File: src/rtl/kst_pkg.sv
// shared types and constants for the keyed record slot table
package kst_pkg;

    localparam int DATA_W = 64;
    localparam int SLOT_W = 6;
    localparam int ACT_W = 2;
    localparam int STAT_W = 2;
    localparam logic [7:0] FREE_BYTE = 8'hFF;

    typedef enum logic [ACT_W-1:0] {
        ACT_SAVE   = 2'd0,
        ACT_DELETE = 2'd1,
        ACT_SEARCH = 2'd2,
        ACT_LOAD   = 2'd3
    } action_t;

    typedef enum logic [STAT_W-1:0] {
        ST_OK   = 2'd0,
        ST_MISS = 2'd1,
        ST_FULL = 2'd2
    } status_t;

    typedef enum logic [2:0] {
        S_CLEAR,
        S_IDLE,
        S_EXEC,
        S_SCAN,
        S_RESP
    } state_t;

    typedef enum logic [1:0] {
        SEL_CNT,
        SEL_IDX,
        SEL_SLOT
    } addr_sel_t;

    typedef struct packed {
        logic      item_load;
        logic      rd_en;
        addr_sel_t rd_sel;
        logic      wr_en;
        addr_sel_t wr_sel;
        logic      wr_ones;
        logic      out_load;
        status_t   status;
    } cmd_t;

    typedef struct packed {
        action_t action;
        logic    hit;
        logic    slot_ok;
    } stat_t;

endpackage

File: src/rtl/kst_ctrl.sv
// controller state machine: clearing pass, slot scan and result handoff
module kst_ctrl #(
    parameter int NUM_SLOTS = 64,
    parameter int AW = 6
) (
    input  logic                 clk,
    input  logic                 rst_n,
    input  logic                 in_valid,
    output logic                 in_stall,
    output logic                 out_valid,
    input  logic                 out_stall,
    input  kst_pkg::stat_t       sts,
    output kst_pkg::cmd_t        cmd,
    output logic [AW-1:0]        scan_addr
);

    kst_pkg::state_t  state_reg, state_next;
    logic [AW:0]      cnt_reg, cnt_next;
    kst_pkg::status_t stat_reg, stat_next;
    logic             out_valid_reg, out_valid_next;

    localparam logic [AW:0] CNT_LAST = (AW+1)'(NUM_SLOTS - 1);
    localparam logic [AW:0] CNT_END  = (AW+1)'(NUM_SLOTS);

    always_ff @(posedge clk or negedge rst_n)
    begin
        if (!rst_n)
        begin
            state_reg     <= kst_pkg::S_CLEAR;
            cnt_reg       <= '0;
            stat_reg      <= kst_pkg::ST_OK;
            out_valid_reg <= 1'b0;
        end
        else
        begin
            state_reg     <= state_next;
            cnt_reg       <= cnt_next;
            stat_reg      <= stat_next;
            out_valid_reg <= out_valid_next;
        end
    end

    always_comb
    begin
        state_next   = state_reg;
        cnt_next     = cnt_reg;
        stat_next    = stat_reg;
        cmd.item_load = 1'b0;
        cmd.rd_en    = 1'b0;
        cmd.rd_sel   = kst_pkg::SEL_CNT;
        cmd.wr_en    = 1'b0;
        cmd.wr_sel   = kst_pkg::SEL_CNT;
        cmd.wr_ones  = 1'b0;
        cmd.out_load = 1'b0;
        cmd.status   = stat_reg;

        case (state_reg)
            kst_pkg::S_CLEAR:
            begin
                cmd.wr_en   = 1'b1;
                cmd.wr_ones = 1'b1;
                cnt_next    = cnt_reg + 1'b1;
                if (cnt_reg == CNT_LAST)
                begin
                    cnt_next   = '0;
                    state_next = kst_pkg::S_IDLE;
                end
            end
            kst_pkg::S_IDLE:
            begin
                if (in_valid)
                begin
                    cmd.item_load = 1'b1;
                    cnt_next      = (AW+1)'(1);
                    state_next    = kst_pkg::S_EXEC;
                end
            end
            kst_pkg::S_EXEC:
            begin
                stat_next = kst_pkg::ST_OK;
                case (sts.action)
                    kst_pkg::ACT_SAVE, kst_pkg::ACT_SEARCH:
                    begin
                        cmd.rd_en  = 1'b1;
                        cnt_next   = cnt_reg + 1'b1;
                        state_next = kst_pkg::S_SCAN;
                    end
                    kst_pkg::ACT_DELETE:
                    begin
                        cmd.wr_en   = sts.slot_ok;
                        cmd.wr_sel  = kst_pkg::SEL_SLOT;
                        cmd.wr_ones = 1'b1;
                        state_next  = kst_pkg::S_RESP;
                    end
                    default:
                    begin
                        cmd.rd_en  = sts.slot_ok;
                        cmd.rd_sel = kst_pkg::SEL_SLOT;
                        state_next = kst_pkg::S_RESP;
                    end
                endcase
            end
            kst_pkg::S_SCAN:
            begin
                // the read issued last cycle is checked here, next one goes out
                if (sts.hit)
                begin
                    cmd.wr_en  = (sts.action == kst_pkg::ACT_SAVE);
                    cmd.wr_sel = kst_pkg::SEL_IDX;
                    stat_next  = kst_pkg::ST_OK;
                    state_next = kst_pkg::S_RESP;
                end
                else if (cnt_reg == CNT_END)
                begin
                    stat_next  = (sts.action == kst_pkg::ACT_SAVE) ?
                                 kst_pkg::ST_FULL : kst_pkg::ST_MISS;
                    state_next = kst_pkg::S_RESP;
                end
                else
                begin
                    cmd.rd_en = 1'b1;
                    cnt_next  = cnt_reg + 1'b1;
                end
            end
            kst_pkg::S_RESP:
            begin
                if (!out_valid_reg || !out_stall)
                begin
                    cmd.out_load = 1'b1;
                    cnt_next     = '0;
                    state_next   = kst_pkg::S_IDLE;
                end
            end
            default:
            begin
                state_next = kst_pkg::S_IDLE;
            end
        endcase
    end

    always_comb
    begin
        out_valid_next = out_valid_reg;
        if (cmd.out_load)
            out_valid_next = 1'b1;
        else if (out_valid_reg && !out_stall)
            out_valid_next = 1'b0;
    end

    assign in_stall  = (state_reg != kst_pkg::S_IDLE);
    assign out_valid = out_valid_reg;
    assign scan_addr = cnt_reg[AW-1:0];

endmodule

File: config.mk
export PLATFORM = sky130hd
export DESIGN_NAME = kst_ctrl
export DESIGN_NICKNAME = d
export VERILOG_FILES = /design/src/rtl/kst_pkg.sv /design/src/rtl/kst_ctrl.sv
export SDC_FILE = /design/constraint.sdc
export NUM_CORES = 1
export LEC_CHECK = 0
export ABC_AREA = 1
export BUFFER_PORTS_ARGS = -buffer_cell sky130_fd_sc_hd__buf_2
export CAP_MARGIN = 20
export CORE_MARGIN = 2
export CORE_UTILIZATION = 40
export CTS_BUF_LIST = sky130_fd_sc_hd__clkbuf_8
export CTS_CLUSTER_SIZE = 25
export DETAILED_ROUTE_END_ITERATION = 7
export GPL_ROUTABILITY_DRIVEN = 1
export PLACE_DENSITY_LB_ADDON = 0.1
export SKIP_LAST_GASP = 1
export SLEW_MARGIN = 20
export SYNTH_ARGS = -nofsm -noshare
export SYNTH_HDL_FRONTEND = slang
export SYNTH_SLANG_ARGS = --single-unit
File: constraint.sdc
create_clock -name clk -period 1.29 [get_ports clk]
set_clock_uncertainty 0.05 [all_clocks]
set_input_delay 0.0645 -clock clk [delete_from_list [all_inputs] [get_ports clk]]
set_output_delay 0.0645 -clock clk [all_outputs]
set_load 0.005 [all_outputs]
### Yosys cells after proc, flatten, opt, wreduce, memory -nomap -nowiden

Cells that the tools add are included.

* register bits after elaboration: 13
* bits of input ports: 8
* output and inout bits: 19
* logic and storage cells: 70

* $add $sub $neg: 1
* equality and inequality tests: 16
* mux-type cells: 35
* reductions and logical operators: 14

Operator list (number)
* $mux W7: 6
* $pmux W7 S5: 1
* $mux W3: 7
* $pmux W3 S5: 1
* $mux W2: 5
* $ne A2 B2 Y1 const B: 5
* $mux W1: 8
* $pmux W2 S2: 2
* $add A7 B1 Y7 const B: 1
* $eq A7 B6 Y1 const B: 1
* $eq A7 B7 Y1 const B: 1
* $eq A3 B2 Y1 const B: 2
* $pmux W1 S2: 3
* $reduce_and A6 Y1: 1
* $reduce_bool A5 Y1: 1
* $mux W4: 1
* $reduce_and A4 Y1: 1
* $reduce_bool A2 Y1: 2
* $eq A3 B1 Y1 const B: 1
* $eq A3 B3 Y1 const B: 1
* $logic_not A3 Y1: 1
* $ne A3 B1 Y1 const B: 1
* $ne A3 B3 Y1 const B: 1
* $pmux W1 S3: 1
* other kinds (10): 11

### Depth between registers and ports, before layout

Gate-level depths: netlist (run 1).

* depth after elaboration: 5
* depth in mapped cells: 10
* gate-level depth less buffers: 10

### Least setup slack after synthesis (run 1)

Ideal clock, no wire load.

* path type: reg2reg
* from: register cnt_reg[0]
* to: register cnt_reg[3]
* setup time: 0.116 ns
* arrival: 1.215 ns
* required time: 1.124 ns
* setup slack: -0.092 ns
* stages on the path, launching flop included: 11
* path buffers: 0
* path through: dfrtp_1 inv_1 ha_1 nand2_1 inv_1 nand3_1 nand2_1 nand2_1 nand2_4 nand2_1 nand2_1

* longest elaborated chain between the ends: 4

RTL lines
* start, declared: RTL line kst_ctrl.sv:18 `logic [AW:0] cnt_reg, cnt_next;`
* start signal, assigned: RTL line kst_ctrl.sv:37 `cnt_reg <= cnt_next;`
* $add A7 B1 Y7: RTL line kst_ctrl.sv:62, kst_ctrl.sv:85, kst_ctrl.sv:122
* $mux W7: RTL line kst_ctrl.sv:113 `else if (cnt_reg == CNT_END)`
* $mux W7: RTL line kst_ctrl.sv:106 `if (sts.hit)`
* $pmux W7 S5: RTL line kst_ctrl.sv:57 `case (state_reg)`

Parallel ways exist; a longest one is shown, timed or not. The select of a mux whose other input is x is not followed.
A chain may end at the register's enable or synchronous reset.

==> results.ini, run 1 <==
[min_path]
hold_depth=4
hp-class=in2reg
min_to=stat_reg[1]
min_from=sts[3]

[sta]
worst_slack_ns=-0.213
fin_tns_setup_ns=-2.43
slew_violations=0
max_freq_mhz=666
finalWorstPathRequiredPeriod_ns=1.50
hold_violations=0
min_period_over_period=1.16
setup_violations=19
rsz0062_at_grt=yes

[global_routing]
grt_pass1_vias=1143
antenna_found_initial=0
grt_max_degree=14
grt_usage=0.217
grt_pass1_wl_um=4690
grt_overflow=0

[routing]
first_iter_violations=12
num_vias=1207
postRouteAntennaNets=0
drt-pass1-iter-count=4
viasPerCell=4.83
drc=0
wl_um=2940
wl_per_cell_um=11.7

[synth]
ys_seq_elements=13
yosysWarnings=0
syn-cell-area_um2=1040
syn-instance-count=163
syn_nets=173
synth.distinct_cells=22
syn_area_per_cell_um2=6.40
yosysSeqAreaShare=0.312

[worst_setup_path]
worstReg2RegStart=cnt_reg[0]
cp.required_ns=1.18
path_max_fanout=5
crit_type=reg2out
end_kind=output pin
setup.worst_path.start_class=register
worstReg2RegEnd=cnt_reg[6]
r2r_slack_ns=-0.16
crit_arrival_ns=1.39
reg2reg_depth=9

[outcome]
violations=setup timing
status=finished, violations left

[cells_and_area]
largest_register_ffs=7
n_antenna_cell=0
areaGrowthSynthToFinish_pct=65.5
finalNonFillerCells=250
nets=231
layout-drive-gt1-share=0.559
final_core_util=0.697

[run]
cap_violations=0

[power_and_ir_drop]
ir_drop_mv=0.420
p_leak_nw=0.913
power_density_nw_per_um2=480

[placement]
dp.cells=228
port_buffers=25
place_congestion=0.877
place_ws_ns=-0.195
dp_hpwl_um=2050

[clock_network]
clkSinkCount=13
clk_pin_slew_ns=0.06
clock_tree.buffer_depth=2
cts_htree_levels=1
cts_buffers=3
clk_latency_ns=0.25
root_buffer=clkbuf_8
cts_tree=yes

[die]
dieHeight_um=55.1
io_pins=27
die_area_um2=3030
core_um2=2480
rows=18
initial_utilization=0.421
die_x_um=55.1

## critical path: stages, from the launching register on
cell and delay [ns]:
dfrtp_2 0.48, buf_6 0.13, nand3_4 0.08, nor2_4 0.12, nand2_2 0.08, inv_2 0.06, nand2_2 0.04, nand3_2 0.06
buf_2 0.10
## synth_stat cells (all sizes together)
library cell | instances | area (um^2)
nand2 | 62 | 248
inv | 22 | 82.6
nor2 | 20 | 95.1
nand3 | 19 | 105
dfrtp | 13 | 325
buf | 8 | 60.1
o21ai | 6 | 30.0
a21oi | 4 | 23.8
a21boi | 2 | 15.0
ha | 2 | 25.0
a31oi | 1 | 6.26
conb | 1 | 3.75
o22ai | 1 | 6.26
xnor2 | 1 | 8.76
xor2 | 1 | 8.76
## routing by layer
metal | vias to the layer above | track usage | share of wire
met5 | - | 0 | 0
met4 | 0 | 0.122 | 0.028
met3 | 9 | 0.0269 | 0.039
met2 | 34 | 0.391 | 0.51
met1 | 546 | 0.246 | 0.43
li1 | 618 | - | -
## placed cells by master (no fill, tap or decap), types with 5 or more instances in the layout
master and instances:
buf_2 24, buf_4 30, buf_6 5, dfrtp_1 11
inv_1 14, inv_2 8, nand2_1 37, nand2_2 17
nand2_4 8, nand3_1 11, nand3_2 5, nor2_1 9
nor2_4 10
## where the power goes
part	leakage [nW]	switching, mW	internal (mW)	total [mW]
combinational	0.725	0.0319	0.0174	0.0493
clock	0.0269	0.156	0.211	0.367
sequential	0.162	0.00154	0.411	0.413
## timing repair
item                                   CTS  global route
gates resized for setup                 48            30
buffers inserted                        11             5
pin swaps                               23            22
setup endpoints to repair               20            22
endpoints found under the hold margin   14             0
hold buffers                             2             0
## logic make-up (layout without fill, tap and decap cells)
group                      after synthesis  in the layout  share of synthesized area
AOI/OAI and AO/OA                       14             14                     0.0779
xor gates and xnor gates                 2              2                     0.0168
adders and majority gates                2              2                     0.0240
buffers and inverters                   30             87                      0.137
DFF                                     13             13                      0.312
other                                    1              1                    0.00359
and+or+nand+nor                        101            101                      0.429
## through the flow
stage               cell area [um^2]  hold WS (ns)  total power [mW]
finish                          1730        0.0961             0.829
global route                    1730         0.123             0.854
CTS                             1580        0.0852             0.830
detailed placement              1290       -0.0729             0.459
global placement                1290       -0.0735             0.458
floorplan                       1050        -0.281             0.435
## worst max path at each step
| stage | depth (start not counted) | from | end | slack [ns] |
|---|---|---|---|---|
| floorplan | 10 | cnt_reg[0] | cnt_reg[3] | -0.03 |
| global route | 8 | state_reg[1] | cmd[6] | -0.27 |
| finish | 8 | state_reg[1] | cmd[6] | -0.21 |
| global placement | 10 | cnt_reg[1] | cnt_reg[5] | -0.18 |
| detailed placement | 10 | cnt_reg[1] | cnt_reg[5] | -0.20 |
| CTS | 8 | cnt_reg[1] | cmd[9] | -0.20 |
## layout make-up
| type | instances | area (um^2) |
|---|---|---|
| sequential | 13 | 328 |
| tap | 30 | 37.5 |
| inverter | 22 | 85.1 |
| timing repair buffer | 61 | 424 |
| multi-input combinational | 120 | 807 |
| clock buffer | 3 | 41.3 |
| clock inverter | 1 | 3.75 |
| fill | 217 | 751 |
Power figures use the tool's default switching activity.
==> run 2: changes to the inputs <==
--- a/config.mk
+++ b/config.mk
@@ -5,9 +5,7 @@
 export SDC_FILE = /design/constraint.sdc
 export NUM_CORES = 1
 export LEC_CHECK = 0
-export ABC_AREA = 1
 export BUFFER_PORTS_ARGS = -buffer_cell sky130_fd_sc_hd__buf_2
-export CAP_MARGIN = 20
 export CORE_MARGIN = 2
 export CORE_UTILIZATION = 40
 export CTS_BUF_LIST = sky130_fd_sc_hd__clkbuf_8
==> run 2 against run 1 <==
  * Fmax shrank 15%
  * Highest routed layer unchanged
  * Sequential cell count is the same
  * Global-route usage grew 5.3 points
  * Cell count shrank 10%
  * Worst setup slack lost 0.27 ns
  * Critical path type is now reg2reg
  * Clock power shrank 4%
  * Via count grew 2.7%
  * Largest power group is now combinational logic
  * Critical path depth shrank 2
  * Synthesized area shrank 6.6%
  * Hold slack lost 0.040 ns
  * The flow still finishes with violations (setup timing)
  * Synthesized cell count shrank 26%
==> results.ini, run 2 <==
[sta]
setup_violations=22
max_freq_mhz=566
finalWorstPathRequiredPeriod_ns=1.77
hold_ws_ns=0.0562
min_period_over_period=1.37
worst_slack_ns=-0.478
slew_violations=0
hold_violations=0
rsz0062_at_grt=yes

[worst_setup_path]
slowest_stage=dfrtp_1
cp.required_ns=1.36
reg2reg_depth=6
cp.buffers_inverters=1
end_kind=register
path_max_fanout=9
setup.worst_path.start_class=register
cpPeakStageDelay_ns=0.44
crit_type=reg2reg
crit_arrival_ns=1.84
crit_chain=or2_1, a221o_1, o31ai_4, buf_12, nor2_2, a22o_1
critPathTopFamily=compound AO/OA/AOI/OAI gates
cp.depth=6

[clock_network]
clkSinkCount=13
cts_htree_levels=1
clk_latency_ns=0.24
clock_tree.buffer_depth=2
root_buffer=clkbuf_8
cts_tree=yes
clk_pin_slew_ns=0.06
cts_buffers=3

[placement]
port_buffers=25
place_congestion=0.865
dp_hpwl_um=2100
place_area_um2=1360

[power_and_ir_drop]
seqPwrFrac=0.171
switching_share=0.421
p_int_mw=2.53
power_frac_comb=0.748
clockPowerShare=0.081
power_density_nw_per_um2=2360
ir_drop_mv=1.46
p_leak_nw=0.911
p_switching_mw=1.84

[synth]
yosysSeqAreaShare=0.334
synth.largest_area_cell=dfrtp_1
synth_adder_area_share=0.0257
synth_most_common_cell=dfrtp_1
synth_xor_area_frac=0
yosysWarnings=0
ys_seq_elements=13
synth_top_family_by_area=simple AND/OR/NAND/NOR gates
syn-cell-area_um2=975
synth-edff-count=0
synthMuxAreaShare=0
synth_top_area_frac=0.334
synth-simple-area-share=0.266
ys.flop_type=dfrtp_1
yosys-top-cells-count=13 x dfrtp_1, 12 x nand2_1, 12 x nor2_1, 9 x buf_4, 8 x nand3_1
synthArstFlopShare=1.00
synth.distinct_cells=40
synth_area_leaders=dfrtp_1 33%, buf_4 6.9%, nand2_1 4.6%
synth_compound_area_frac=0.257
syn_nets=131
syn_area_per_cell_um2=8.06
syn-instance-count=121

[cells_and_area]
fillerInstances=131
layout-drive-gt1-share=0.684
fin_area_um2=1850
final_core_util=0.819
largest_register_ffs=7
nets=207
n_antenna_cell=0
final_cell_mix=47 x buf_4, 24 x buf_2, 11 x buf_6
layout_commonest_cell=buf_4
areaGrowthSynthToFinish_pct=89.3

[global_routing]
grt_overflow=0
grt_max_degree=14
grt_pass1_wl_um=5460
antenna_found_initial=0
grt_usage=0.271
grt_pass1_vias=1163

[routing]
num_vias=1239
drt-pass1-iter-count=4
drc=0
wl_per_cell_um=16.9
wl_um=3790
viasPerCell=5.53
postRouteAntennaNets=0
first_iter_violations=24

[run]
cap_violations=0

[outcome]
status=finished, violations left
violations=setup timing

[die]
io_pins=27
core_um2=2250
dieHeight_um=53.4
rows=17
die_x_um=53.4
initial_utilization=0.432
die_area_um2=2850

[min_path]
hold_depth=2
hp-class=in2reg

-- run 2: final cells by class --
cell class | instances | area [um^2] | area share
Clock buffer | 3 | 41.3 | 0.0224
Clock inverter | 1 | 3.75 | 0.00203
Sequential cell | 13 | 330 | 0.179
Tap cell | 28 | 35.0 | 0.0190
Inverter | 7 | 33.8 | 0.0183
Multi-Input combinational cell | 88 | 774 | 0.420
Timing Repair Buffer | 84 | 627 | 0.340
-- run 2: power by group through the flow --
stage,Clock [mW],Combinational (mW),Sequential (mW)
2_1_floorplan,0,1.20,0.671
3_3_place_gp,0,2.05,0.694
3_5_place_dp,0,2.08,0.701
4_1_cts,0.371,2.63,0.722
5_1_grt,0.390,3.48,0.763
6_report,0.354,3.26,0.745
-- run 2: worst paths after layout --
| path | start | endpoint | slack, ns |
|---|---|---|---|
| max | state_reg[1] | cnt_reg[2] | -0.48 |
| min reg2reg | stat_reg[1] | stat_reg[1] | 0.44 |
| min in group asynchronous | rst_n | state_reg[0] | 0.20 |
| min | sts[3] | stat_reg[1] | 0.06 |
| max reg2reg | state_reg[1] | cnt_reg[2] | -0.48 |
| max in group asynchronous | rst_n | cnt_reg[1] | 0.74 |
-- run 2: logic make-up (layout without fill, tap and decap cells) --
| family | after synthesis | after routing |
|---|---|---|
| AOI/OAI and AO/OA | 35 | 35 |
| adders and majority gates | 2 | 2 |
| buffers and inverters | 20 | 95 |
| DFF | 13 | 13 |
| other | 1 | 1 |
| and+or+nand+nor | 50 | 50 |
-- run 2: stage by stage --
| stage | cells | power, mW | TNS [ns] | worst slack (ns) |
|---|---|---|---|---|
| floorplan | 121 | 1.87 | -2.36 | -0.343 |
| global placement | 198 | 2.74 | -4.89 | -0.510 |
| finish | 224 | 4.36 | -6.67 | -0.478 |
| detailed placement | 198 | 2.78 | -5.23 | -0.543 |
| global route | 224 | 4.63 | -7.63 | -0.533 |
| CTS | 214 | 3.72 | -6.11 | -0.482 |
-- run 2: per-layer routing --
| layer | share of wire | wire length, um | vias up | GRT usage |
|---|---|---|---|---|
| met3 | 0.046 | 176 | 12 | 0.0650 |
| met2 | 0.51 | 1930 | 54 | 0.465 |
| li1 | - | - | 575 | - |
| met4 | 0.030 | 114 | 0 | 0.0812 |
| met5 | 0 | 0 | - | 0 |
| met1 | 0.41 | 1560 | 598 | 0.330 |
-- run 2: worst register-to-register path: stages, from the launching register on --
cell     delay (ns)
dfrtp_1        0.44
or2_1          0.27
a221o_1        0.37
o31ai_4        0.10
buf_12         0.17
nor2_2         0.06
a22o_1         0.21
-- run 2: repair_timing --
item | CTS | global route
setup buffers | 12 | 12
hold buffers | 1 | 0
endpoints found under the hold margin | 13 | 0
pin swaps | 14 | 19
endpoints found under the setup margin | 21 | 22
resized for setup | 37 | 31
